## src/hkrb_pkg.sv

```systemverilog
// Types and constants of the HID keyboard report builder.
package hkrb_pkg;

  localparam int KEY_SLOTS_DEF = 6;
  localparam int OUT_KEYS      = 6;

  localparam logic [15:0] PAGE_KEYBOARD = 16'd7;
  localparam logic [15:0] PAGE_CONSUMER = 16'd12;
  localparam logic [7:0]  MOD_FIRST     = 8'hE0;
  localparam logic [7:0]  MOD_LAST      = 8'hE7;

  localparam int IN_TUSER_W  = 2;
  localparam int IN_BITS     = 37;
  localparam int IN_TDATA_W  = ((IN_BITS + 7) / 8) * 8;
  localparam int OUT_BITS    = 11 + 8 * OUT_KEYS + 16;
  localparam int OUT_TDATA_W = ((OUT_BITS + 7) / 8) * 8;

  typedef enum logic [1:0] {
    FUNC_ADD    = 2'd0,
    FUNC_REMOVE = 2'd1,
    FUNC_TICK   = 2'd2
  } func_t;

  typedef struct packed {
    func_t       func;
    logic [15:0] usage_page;
    logic [15:0] usage_id;
    logic        suspended;
    logic        kbd_ready;
    logic        kbd_accepts;
    logic        cons_ready;
    logic        cons_accepts;
  } item_t;

  typedef struct packed {
    logic                       wakeup_request;
    logic                       kbd_sent;
    logic [7:0]                 mod_mask;
    logic [OUT_KEYS-1:0][7:0]   keys;
    logic                       cons_sent;
    logic [15:0]                cons_usage;
  } result_t;

  // Request to the key slot unit.
  typedef struct packed {
    logic       press;
    logic       release_key;
    logic [7:0] code;
  } slot_op_t;

endpackage

```

## src/hkrb_in_stage.sv

```systemverilog
// Input register stage: captures one request and holds it until processed.
module hkrb_in_stage (
  input  logic            clk,
  input  logic            rst,
  input  logic            in_valid,
  output logic            in_ready,
  input  hkrb_pkg::item_t in_item,
  input  logic            advance,
  output logic            held_valid,
  output hkrb_pkg::item_t held_item
);
  import hkrb_pkg::*;

  assign in_ready = !held_valid || advance;

  always_ff @(posedge clk) begin
    if (rst) begin
      held_valid <= 1'b0;
    end else if (in_ready) begin
      held_valid <= in_valid;
    end
  end

  always_ff @(posedge clk) begin
    if (in_ready && in_valid) begin
      held_item <= in_item;
    end
  end

endmodule

```

## src/hkrb_slot_update.sv

```systemverilog
// Key slot unit: parallel match, first-free pick, press/release of one code.
module hkrb_slot_update #(
  parameter int KEY_SLOTS = hkrb_pkg::KEY_SLOTS_DEF
) (
  input  hkrb_pkg::slot_op_t         op,
  input  logic [KEY_SLOTS-1:0][7:0]  slots,
  output logic [KEY_SLOTS-1:0][7:0]  slots_next,
  output logic                       changed
);
  import hkrb_pkg::*;

  logic [KEY_SLOTS-1:0] hit;
  logic [KEY_SLOTS-1:0] free;
  logic [KEY_SLOTS-1:0] hit_first;
  logic [KEY_SLOTS-1:0] free_first;
  logic                 press_ok;
  logic                 release_ok;

  always_comb begin
    for (int i = 0; i < KEY_SLOTS; i++) begin
      hit[i]  = (slots[i] == op.code);
      free[i] = (slots[i] == 8'd0);
    end
  end

  // lowest set bit isolation
  assign hit_first  = hit & (~hit + KEY_SLOTS'(1));
  assign free_first = free & (~free + KEY_SLOTS'(1));

  assign press_ok   = op.press && (hit == '0) && (free != '0);
  assign release_ok = op.release_key && (hit != '0);
  assign changed    = press_ok || release_ok;

  always_comb begin
    for (int i = 0; i < KEY_SLOTS; i++) begin
      if (press_ok && free_first[i]) begin
        slots_next[i] = op.code;
      end else if (release_ok && hit_first[i]) begin
        slots_next[i] = 8'd0;
      end else begin
        slots_next[i] = slots[i];
      end
    end
  end

endmodule

```

## src/hid_keyboard_report_builder_core.sv

```systemverilog
// Top level of the HID boot keyboard report builder.
// A request taken into the input register moves into the result register when that is free or drains.
// Throughput: one request per cycle unless the result register stalls; the key slot compare
//   and the stale update finish in a single pass between the input and result registers.
// Reset (rst, synchronous): key slots, modifiers, consumer code and stale marks clear,
//   both register stages empty.
module hid_keyboard_report_builder_core #(
  parameter int KEY_SLOTS = hkrb_pkg::KEY_SLOTS_DEF
) (
  input  logic                             clk,
  input  logic                             rst,
  input  logic                             s_axis_tvalid,
  output logic                             s_axis_tready,
  // tdata, lowest bit up: usage_page[15:0], usage_id[15:0], suspended, kbd_ready,
  //   kbd_accepts, cons_ready, cons_accepts, zero fill
  input  logic [hkrb_pkg::IN_TDATA_W-1:0]  s_axis_tdata,
  // tuser: func[1:0] (add, remove, tick)
  input  logic [hkrb_pkg::IN_TUSER_W-1:0]  s_axis_tuser,
  output logic                             m_axis_tvalid,
  input  logic                             m_axis_tready,
  // tdata, lowest bit up: wakeup_request, kbd_sent, mod_mask[7:0], key_a..key_f
  //   (8 bits each), cons_sent, cons_usage[15:0], zero fill
  output logic [hkrb_pkg::OUT_TDATA_W-1:0] m_axis_tdata
);
  import hkrb_pkg::*;

  localparam int OUT_PAD = OUT_TDATA_W - OUT_BITS;

  // ---------------------------------------------------------------------------
  // Input unpacking and the input register
  // ---------------------------------------------------------------------------
  item_t in_item;
  item_t cur;
  logic  cur_valid;
  logic  advance;

  assign in_item.func         = func_t'(s_axis_tuser);
  assign in_item.usage_page   = s_axis_tdata[15:0];
  assign in_item.usage_id     = s_axis_tdata[31:16];
  assign in_item.suspended    = s_axis_tdata[32];
  assign in_item.kbd_ready    = s_axis_tdata[33];
  assign in_item.kbd_accepts  = s_axis_tdata[34];
  assign in_item.cons_ready   = s_axis_tdata[35];
  assign in_item.cons_accepts = s_axis_tdata[36];

  hkrb_in_stage u_in (
    .clk        (clk),
    .rst        (rst),
    .in_valid   (s_axis_tvalid),
    .in_ready   (s_axis_tready),
    .in_item    (in_item),
    .advance    (advance),
    .held_valid (cur_valid),
    .held_item  (cur)
  );

  // The held request moves on whenever the result register is free or drains now.
  assign advance = cur_valid && (!m_axis_tvalid || m_axis_tready);

  // ---------------------------------------------------------------------------
  // Report state
  // ---------------------------------------------------------------------------
  logic [KEY_SLOTS-1:0][7:0] key_slots;
  logic [KEY_SLOTS-1:0][7:0] key_slots_next;
  logic [7:0]                mod_bits;
  logic [7:0]                mod_bits_next;
  logic [15:0]               consumer_code;
  logic [15:0]               consumer_code_next;
  logic                      kbd_stale;
  logic                      kbd_stale_next;
  logic                      cons_stale;
  logic                      cons_stale_next;

  // ---------------------------------------------------------------------------
  // Decode of the held request
  // ---------------------------------------------------------------------------
  logic [7:0] code;
  logic       is_mod;
  logic [7:0] mod_onehot;
  logic       on_kbd;
  logic       on_cons;
  slot_op_t   slot_op;
  logic       slot_changed;
  logic       wake;
  logic       ksent;
  logic       csent;

  assign code       = cur.usage_id[7:0];
  assign is_mod     = (code >= MOD_FIRST) && (code <= MOD_LAST);
  assign mod_onehot = 8'd1 << code[2:0];
  assign on_kbd     = (cur.usage_page == PAGE_KEYBOARD) && (code != 8'd0);
  assign on_cons    = (cur.usage_page == PAGE_CONSUMER);

  // Keyboard code 0 never reaches the slot unit or the modifier bits.
  assign slot_op.press       = (cur.func == FUNC_ADD) && !cur.suspended && on_kbd && !is_mod;
  assign slot_op.release_key = (cur.func == FUNC_REMOVE) && on_kbd && !is_mod;
  assign slot_op.code        = code;

  hkrb_slot_update #(
    .KEY_SLOTS (KEY_SLOTS)
  ) u_slots (
    .op         (slot_op),
    .slots      (key_slots),
    .slots_next (key_slots_next),
    .changed    (slot_changed)
  );

  always_comb begin
    mod_bits_next      = mod_bits;
    consumer_code_next = consumer_code;
    wake               = 1'b0;
    ksent              = 1'b0;
    csent              = 1'b0;
    case (cur.func)
      FUNC_ADD: begin
        // Adding while suspended only asks for a remote wakeup.
        if (cur.suspended) begin
          wake = 1'b1;
        end else if (on_kbd && is_mod) begin
          mod_bits_next = mod_bits | mod_onehot;
        end else if (on_cons) begin
          consumer_code_next = cur.usage_id;
        end
      end
      FUNC_REMOVE: begin
        if (on_kbd && is_mod) begin
          mod_bits_next = mod_bits & ~mod_onehot;
        end else if (on_cons) begin
          consumer_code_next = 16'd0;
        end
      end
      FUNC_TICK: begin
        ksent = kbd_stale && cur.kbd_ready;
        csent = cons_stale && cur.cons_ready;
      end
      default: begin
        // unused code: report state shown, nothing changes
      end
    endcase
  end

  // A change only ever sets a stale mark; only an accepted send clears it.
  always_comb begin
    kbd_stale_next  = kbd_stale || slot_changed || (mod_bits_next != mod_bits);
    cons_stale_next = cons_stale || (consumer_code_next != consumer_code);
    if (ksent && cur.kbd_accepts) begin
      kbd_stale_next = 1'b0;
    end
    if (csent && cur.cons_accepts) begin
      cons_stale_next = 1'b0;
    end
  end

  always_ff @(posedge clk) begin
    if (rst) begin
      key_slots     <= '0;
      mod_bits      <= 8'd0;
      consumer_code <= 16'd0;
      kbd_stale     <= 1'b0;
      cons_stale    <= 1'b0;
    end else if (advance) begin
      key_slots     <= key_slots_next;
      mod_bits      <= mod_bits_next;
      consumer_code <= consumer_code_next;
      kbd_stale     <= kbd_stale_next;
      cons_stale    <= cons_stale_next;
    end
  end

  // ---------------------------------------------------------------------------
  // Result register
  // ---------------------------------------------------------------------------
  result_t res_next;
  result_t res;

  // Report fields past the configured slot count read as zero.
  generate
    for (genvar j = 0; j < OUT_KEYS; j++) begin : g_out_key
      if (j < KEY_SLOTS) begin : g_live
        assign res_next.keys[j] = key_slots_next[j];
      end else begin : g_zero
        assign res_next.keys[j] = 8'd0;
      end
    end
  endgenerate

  assign res_next.wakeup_request = wake;
  assign res_next.kbd_sent       = ksent;
  assign res_next.mod_mask       = mod_bits_next;
  assign res_next.cons_sent      = csent;
  assign res_next.cons_usage     = consumer_code_next;

  always_ff @(posedge clk) begin
    if (rst) begin
      m_axis_tvalid <= 1'b0;
    end else if (advance) begin
      m_axis_tvalid <= 1'b1;
    end else if (m_axis_tready) begin
      m_axis_tvalid <= 1'b0;
    end
  end

  always_ff @(posedge clk) begin
    if (advance) begin
      res <= res_next;
    end
  end

  assign m_axis_tdata = {{OUT_PAD{1'b0}}, res.cons_usage, res.cons_sent, res.keys,
                         res.mod_mask, res.kbd_sent, res.wakeup_request};

endmodule

```

## config.mk

```make
export PLATFORM = sky130hd
export DESIGN_NAME = hid_keyboard_report_builder_core
export DESIGN_NICKNAME = d
export VERILOG_FILES = /design/src/hkrb_pkg.sv /design/src/hkrb_in_stage.sv /design/src/hkrb_slot_update.sv /design/src/hid_keyboard_report_builder_core.sv
export SDC_FILE = /design/constraint.sdc
export NUM_CORES = 1
export LEC_CHECK = 0
export CORE_ASPECT_RATIO = 0.75
export CORE_MARGIN = 4
export CORE_UTILIZATION = 57
export DETAILED_ROUTE_END_ITERATION = 12
export DONT_BUFFER_PORTS = 1
export PLACE_DENSITY = 0.73
export SLEW_MARGIN = 20
export SYNTH_ARGS = -nofsm -noshare
export SYNTH_HDL_FRONTEND = slang
export SYNTH_SLANG_ARGS = --single-unit
```

## constraint.sdc

```tcl
create_clock -name clk -period 3.96 [get_ports clk]
set_input_delay 0.594 -clock clk [delete_from_list [all_inputs] [get_ports clk]]
set_output_delay 0.594 -clock clk [all_outputs]
set_load 0.01 [all_outputs]
```

==> report_table.html <==
<table>
<tr><th>Metric</th><th>Value</th></tr>
<tr><th colspan="2">Outcome</th></tr>
<tr><td>Status</td><td>finished, final reports clean</td></tr>
<tr><th colspan="2">Routing</th></tr>
<tr><td>DRC violation total after the first TritonRoute iteration</td><td>1035</td></tr>
<tr><td>Detailed Route WL</td><td>21800 µm</td></tr>
<tr><td>Total number of vias</td><td>around 6500</td></tr>
<tr><td>Number of nets still failing antenna checks after routing</td><td>0</td></tr>
<tr><td>Length of the first detailed-routing pass in iterations</td><td>6</td></tr>
<tr><td>Number of remaining DRC errors</td><td>0</td></tr>
<tr><td>Vias per Instance</td><td>a little under 7</td></tr>
<tr><td>WL/cell</td><td>22.78 µm</td></tr>
<tr><th colspan="2">Placement</th></tr>
<tr><td>I/O Buffers</td><td>0</td></tr>
<tr><td>Post-DP Area</td><td>just under 0.009 mm²</td></tr>
<tr><td>HPWL Detailed</td><td>14760 µm</td></tr>
<tr><td>Routability congestion estimate</td><td>around 0.92</td></tr>
<tr><th colspan="2">Clock tree</th></tr>
<tr><td>Total of cells resized after clock tree synthesis</td><td>0</td></tr>
<tr><td>Htree depth</td><td>4</td></tr>
<tr><td>Clk root buf</td><td>clkbuf_16</td></tr>
<tr><td>TritonCTS clock tree</td><td>built</td></tr>
<tr><td>Inserted Clock Buffers</td><td>17</td></tr>
<tr><td>Maximum clock path buffer count</td><td>2</td></tr>
<tr><td># clock sinks</td><td>190</td></tr>
<tr><td>Clock-pin slew reported for the worst setup and hold paths after clock tree synthesis</td><td>around 70 ps</td></tr>
<tr><td>Worst-skew pair later-pin latency</td><td>between 400 and 500 ps</td></tr>
<tr><td>CTS Hold Bufs</td><td>0</td></tr>
<tr><td>Post CTS Setup Buffer Count</td><td>0</td></tr>
<tr><th colspan="2">Global route</th></tr>
<tr><td>First-pass GRT wire length</td><td>between 30000 and 40000 µm</td></tr>
<tr><td>Initial antenna violation count</td><td>0</td></tr>
<tr><td>Number of global-route vias before repair</td><td>6125</td></tr>
<tr><td>Largest net degree at the start of global routing</td><td>just over 50</td></tr>
<tr><td>Overall overflow remaining after global route</td><td>0</td></tr>
<tr><td>Global Route Usage Sum</td><td>around a quarter</td></tr>
<tr><th colspan="2">Pwr</th></tr>
<tr><td>Power per cell area</td><td>430.2 mW/mm²</td></tr>
<tr><td>Power consumption</td><td>approximately 0.004 W</td></tr>
<tr><td>Static Leak</td><td>3.307 nW</td></tr>
<tr><td>Largest voltage drop on the vdd net</td><td>~270 µV</td></tr>
<tr><th colspan="2">Setup path</th></tr>
<tr><td>Cell chain of the critical path</td><td>xor2_1 &gt; nor4_1 &gt; buf_4 &gt; a2111oi_4 &gt; nand4_2 &gt; nor3b_2 &gt; a22o_1</td></tr>
<tr><td>Worst Path Max Fanout</td><td>16</td></tr>
<tr><td>Category of the critical setup timing path</td><td>reg -&gt; reg</td></tr>
<tr><td>Kind of cell adding the most delay to the critical path</td><td>simple AND/OR/NAND/NOR gates</td></tr>
<tr><td>Required time reported for the critical path endpoint</td><td>4240 ps</td></tr>
<tr><td>Critical path buffers and inverters</td><td>1</td></tr>
<tr><td>Cell at the slowest stage of the critical path</td><td>edfxtp_1</td></tr>
<tr><td>Slack of the worst reg-to-reg path</td><td>between 700 and 800 ps</td></tr>
<tr><td>Data arrival time at the worst-slack endpoint</td><td>~3500 ps</td></tr>
<tr><td>Type of origin of the critical path</td><td>flop</td></tr>
<tr><td>Largest stage delay on the critical path</td><td>roughly 960 ps</td></tr>
<tr><td>Critical path endpoint category</td><td>flop</td></tr>
<tr><th colspan="2">Synth</th></tr>
<tr><td>Adder-cell area share of the yosys netlist</td><td>0%</td></tr>
<tr><td>Yosys reg bits</td><td>190</td></tr>
<tr><td>Number of distinct library cells after synthesis</td><td>72</td></tr>
<tr><td>Count of flip-flops with a built-in enable after synthesis</td><td>roughly 110</td></tr>
<tr><td>Gate count of the mapped netlist</td><td>~760</td></tr>
<tr><td>Post-synthesis share of cell area spent on xor and xnor gates</td><td>a little under 5%</td></tr>
<tr><td>Number of warning messages in the yosys log</td><td>0</td></tr>
<tr><td>Yosys top cell area share</td><td>roughly two fifths</td></tr>
<tr><td>Share of flip-flops with an asynchronous set or reset after synthesis</td><td>0%</td></tr>
<tr><td>Predominant post-synthesis flop cell</td><td>edfxtp_1</td></tr>
<tr><td>Dominant combinational cell family by area after synthesis</td><td>compound AO/OA/AOI/OAI gates</td></tr>
<tr><td>Synth Cell Area</td><td>between 0.008 and 0.009 mm²</td></tr>
<tr><td>Most area-consuming cells after synthesis</td><td>edfxtp_1, dfxtp_1, a22o_1</td></tr>
<tr><td>Share of synthesized cell area in and, or, nand and nor gates</td><td>~15%</td></tr>
<tr><td>Cell type with the highest aggregate area in the netlist</td><td>edfxtp_1</td></tr>
<tr><td>Synth Area in Compound Gates</td><td>between 10% and 20%</td></tr>
<tr><td>Post-Synthesis Mean Instance Area</td><td>~11 µm²</td></tr>
<tr><td>Multiplexer share of the synthesized area</td><td>less than 1%</td></tr>
<tr><td>Proportion of synthesized chip area in sequential cells</td><td>56.98%</td></tr>
<tr><th colspan="2">STA</th></tr>
<tr><td>Worst slew margin</td><td>between 30% and 40%</td></tr>
<tr><td>Minimum clock period</td><td>3167 ps</td></tr>
<tr><td>Total of endpoints with negative setup slack in the final report</td><td>0</td></tr>
<tr><td>Setup repair after global routing missed its margin</td><td>no</td></tr>
<tr><td>Max-slew violation count</td><td>0</td></tr>
<tr><td>F_max</td><td>around 320 MHz</td></tr>
<tr><td>Final count of hold timing violations</td><td>0</td></tr>
<tr><td>Share of the cycle needed by the critical path after routing</td><td>around 80%</td></tr>
<tr><td>Least-Margin Pin Slew</td><td>923.6 ps</td></tr>
<tr><td>Setup_tns</td><td>0 ps</td></tr>
<tr><td>Clock Skews</td><td>approximately 9.3 ps</td></tr>
<tr><th colspan="2">Cells and area</th></tr>
<tr><td>Share of final-layout standard cells stronger than drive strength 1</td><td>about a tenth</td></tr>
<tr><td>Post-synthesis to final-layout area growth</td><td>8.737%</td></tr>
<tr><td>Post-route cell area</td><td>around 0.0094 mm²</td></tr>
<tr><td>Final design utilization</td><td>between 60% and 70%</td></tr>
<tr><td>Number of nets at the end of the flow</td><td>790</td></tr>
<tr><td>Number of antenna cells inserted</td><td>0</td></tr>
<tr><td>Commonest non-fill, non-tap cells in the layout</td><td>edfxtp_1, dfxtp_1, a22o_1</td></tr>
<tr><td>Most frequent standard cell in the layout excluding fill and tap cells</td><td>edfxtp_1</td></tr>
<tr><th colspan="2">Flow run</th></tr>
<tr><td>Maxcap violations</td><td>0</td></tr>
<tr><th colspan="2">Floorplan</th></tr>
<tr><td>Num ports</td><td>about 130</td></tr>
<tr><td>Placeable core area</td><td>around 0.015 mm²</td></tr>
<tr><td>Die W</td><td>roughly 150 µm</td></tr>
<tr><td>Area enclosed by the die boundary</td><td>0.01728 mm²</td></tr>
<tr><td>Starting density of the core</td><td>between 50% and 60%</td></tr>
<tr><td>Chip height</td><td>between 100 and 150 µm</td></tr>
<tr><td>Placement row count</td><td>38</td></tr>
<tr><th colspan="2">Worst hold path</th></tr>
<tr><td>Classification of the worst-slack hold path</td><td>in -&gt; reg</td></tr>
</table>
metrics by stage:
stage,std cells,hold slack [ps],worst slack (ps)
2_1_floorplan,761,454.2,912.3
6_report,957,253.7,792.7
3_5_place_dp,925,473.7,910.0
3_3_place_gp,925,469.1,977.9
4_1_cts,957,225.9,895.2
5_1_grt,957,219.9,663.4
power breakdown:
group,switching (W),leakage [nW],internal (W)
sequential,0.0000740,1.69,0.00216
clock,0.000744,0.278,0.000888
combinational,0.000133,1.34,0.0000571
worst paths after layout:
kind | depth (start not counted) | from | to
hold reg to reg | 2 | consumer_code[13] | consumer_code[13]
setup / recovery | 7 | u_in.held_item[10] | m_axis_tdata[35]
hold / removal | 0 | s_axis_tdata[36] | u_in.held_item[0]
setup reg to reg | 7 | u_in.held_item[10] | m_axis_tdata[35]
cell usage after synthesis (3+ instances only):
cell type	number
xor2_1	24
nand3_1	4
nand2b_1	9
nor2_1	44
nor4_4	3
a32o_1	23
o21ai_0	16
buf_1	3
nand2_1	60
nand4_1	22
a21oi_1	21
a311oi_1	5
xnor2_1	24
a211oi_1	8
inv_1	31
a21boi_0	3
a21bo_1	6
clkbuf_1	34
a22o_1	64
edfxtp_1	114
and2_1	5
nor2b_1	4
nor4_1	21
o41ai_1	5
buf_2	14
nor3_1	24
buf_4	5
and3_1	5
or4_1	3
dfxtp_1	76
a31oi_1	12
o32ai_1	9
o22ai_1	6
per-layer routing:
layer / vias to the layer above / GRT usage [%] / part of all wire, %
li1: 2882 / - / -
met1: 3126 / 37.37 / 44
met5: - / 0 / 0
met4: 0 / 6.825 / 1.7
met3: 47 / 8.511 / 11
met2: 399 / 37.50 / 44
kinds of logic (layout without fill, tap and decap cells):
| logic type | after synthesis | after routing |
|---|---|---|
| xor+xnor | 48 | 48 |
| buf+inv | 87 | 83 |
| other cells | 1 | 5 |
| compound gates | 200 | 200 |
| simple gates | 229 | 229 |
| mux | 2 | 2 |
| flops | 190 | 190 |
area by class of cell:
class | instances | area (µm²)
clock buffer | 19 | 442.9
timing repair buffer | 20 | 175.2
sequential | 190 | 4945
inverter | 31 | 117.6
tap | 200 | 250.2
fill | 1089 | 5255
multi-input combinational | 484 | 3390
clock inverter | 13 | 116.4
sequential cells by signal, summed over array words and instances (netlist names):
| register | count |
|---|---|
| cons_stale | 1 |
| m_axis_tvalid | 1 |
| consumer_code | 16 |
| key_slots | 48 |
| m_axis_tdata | 75 |
| mod_bits | 8 |
| kbd_stale | 1 |
| u_in.held_item | 39 |
| u_in.held_valid | 1 |
No activity file was read; power rests on OpenSTA's default activity.
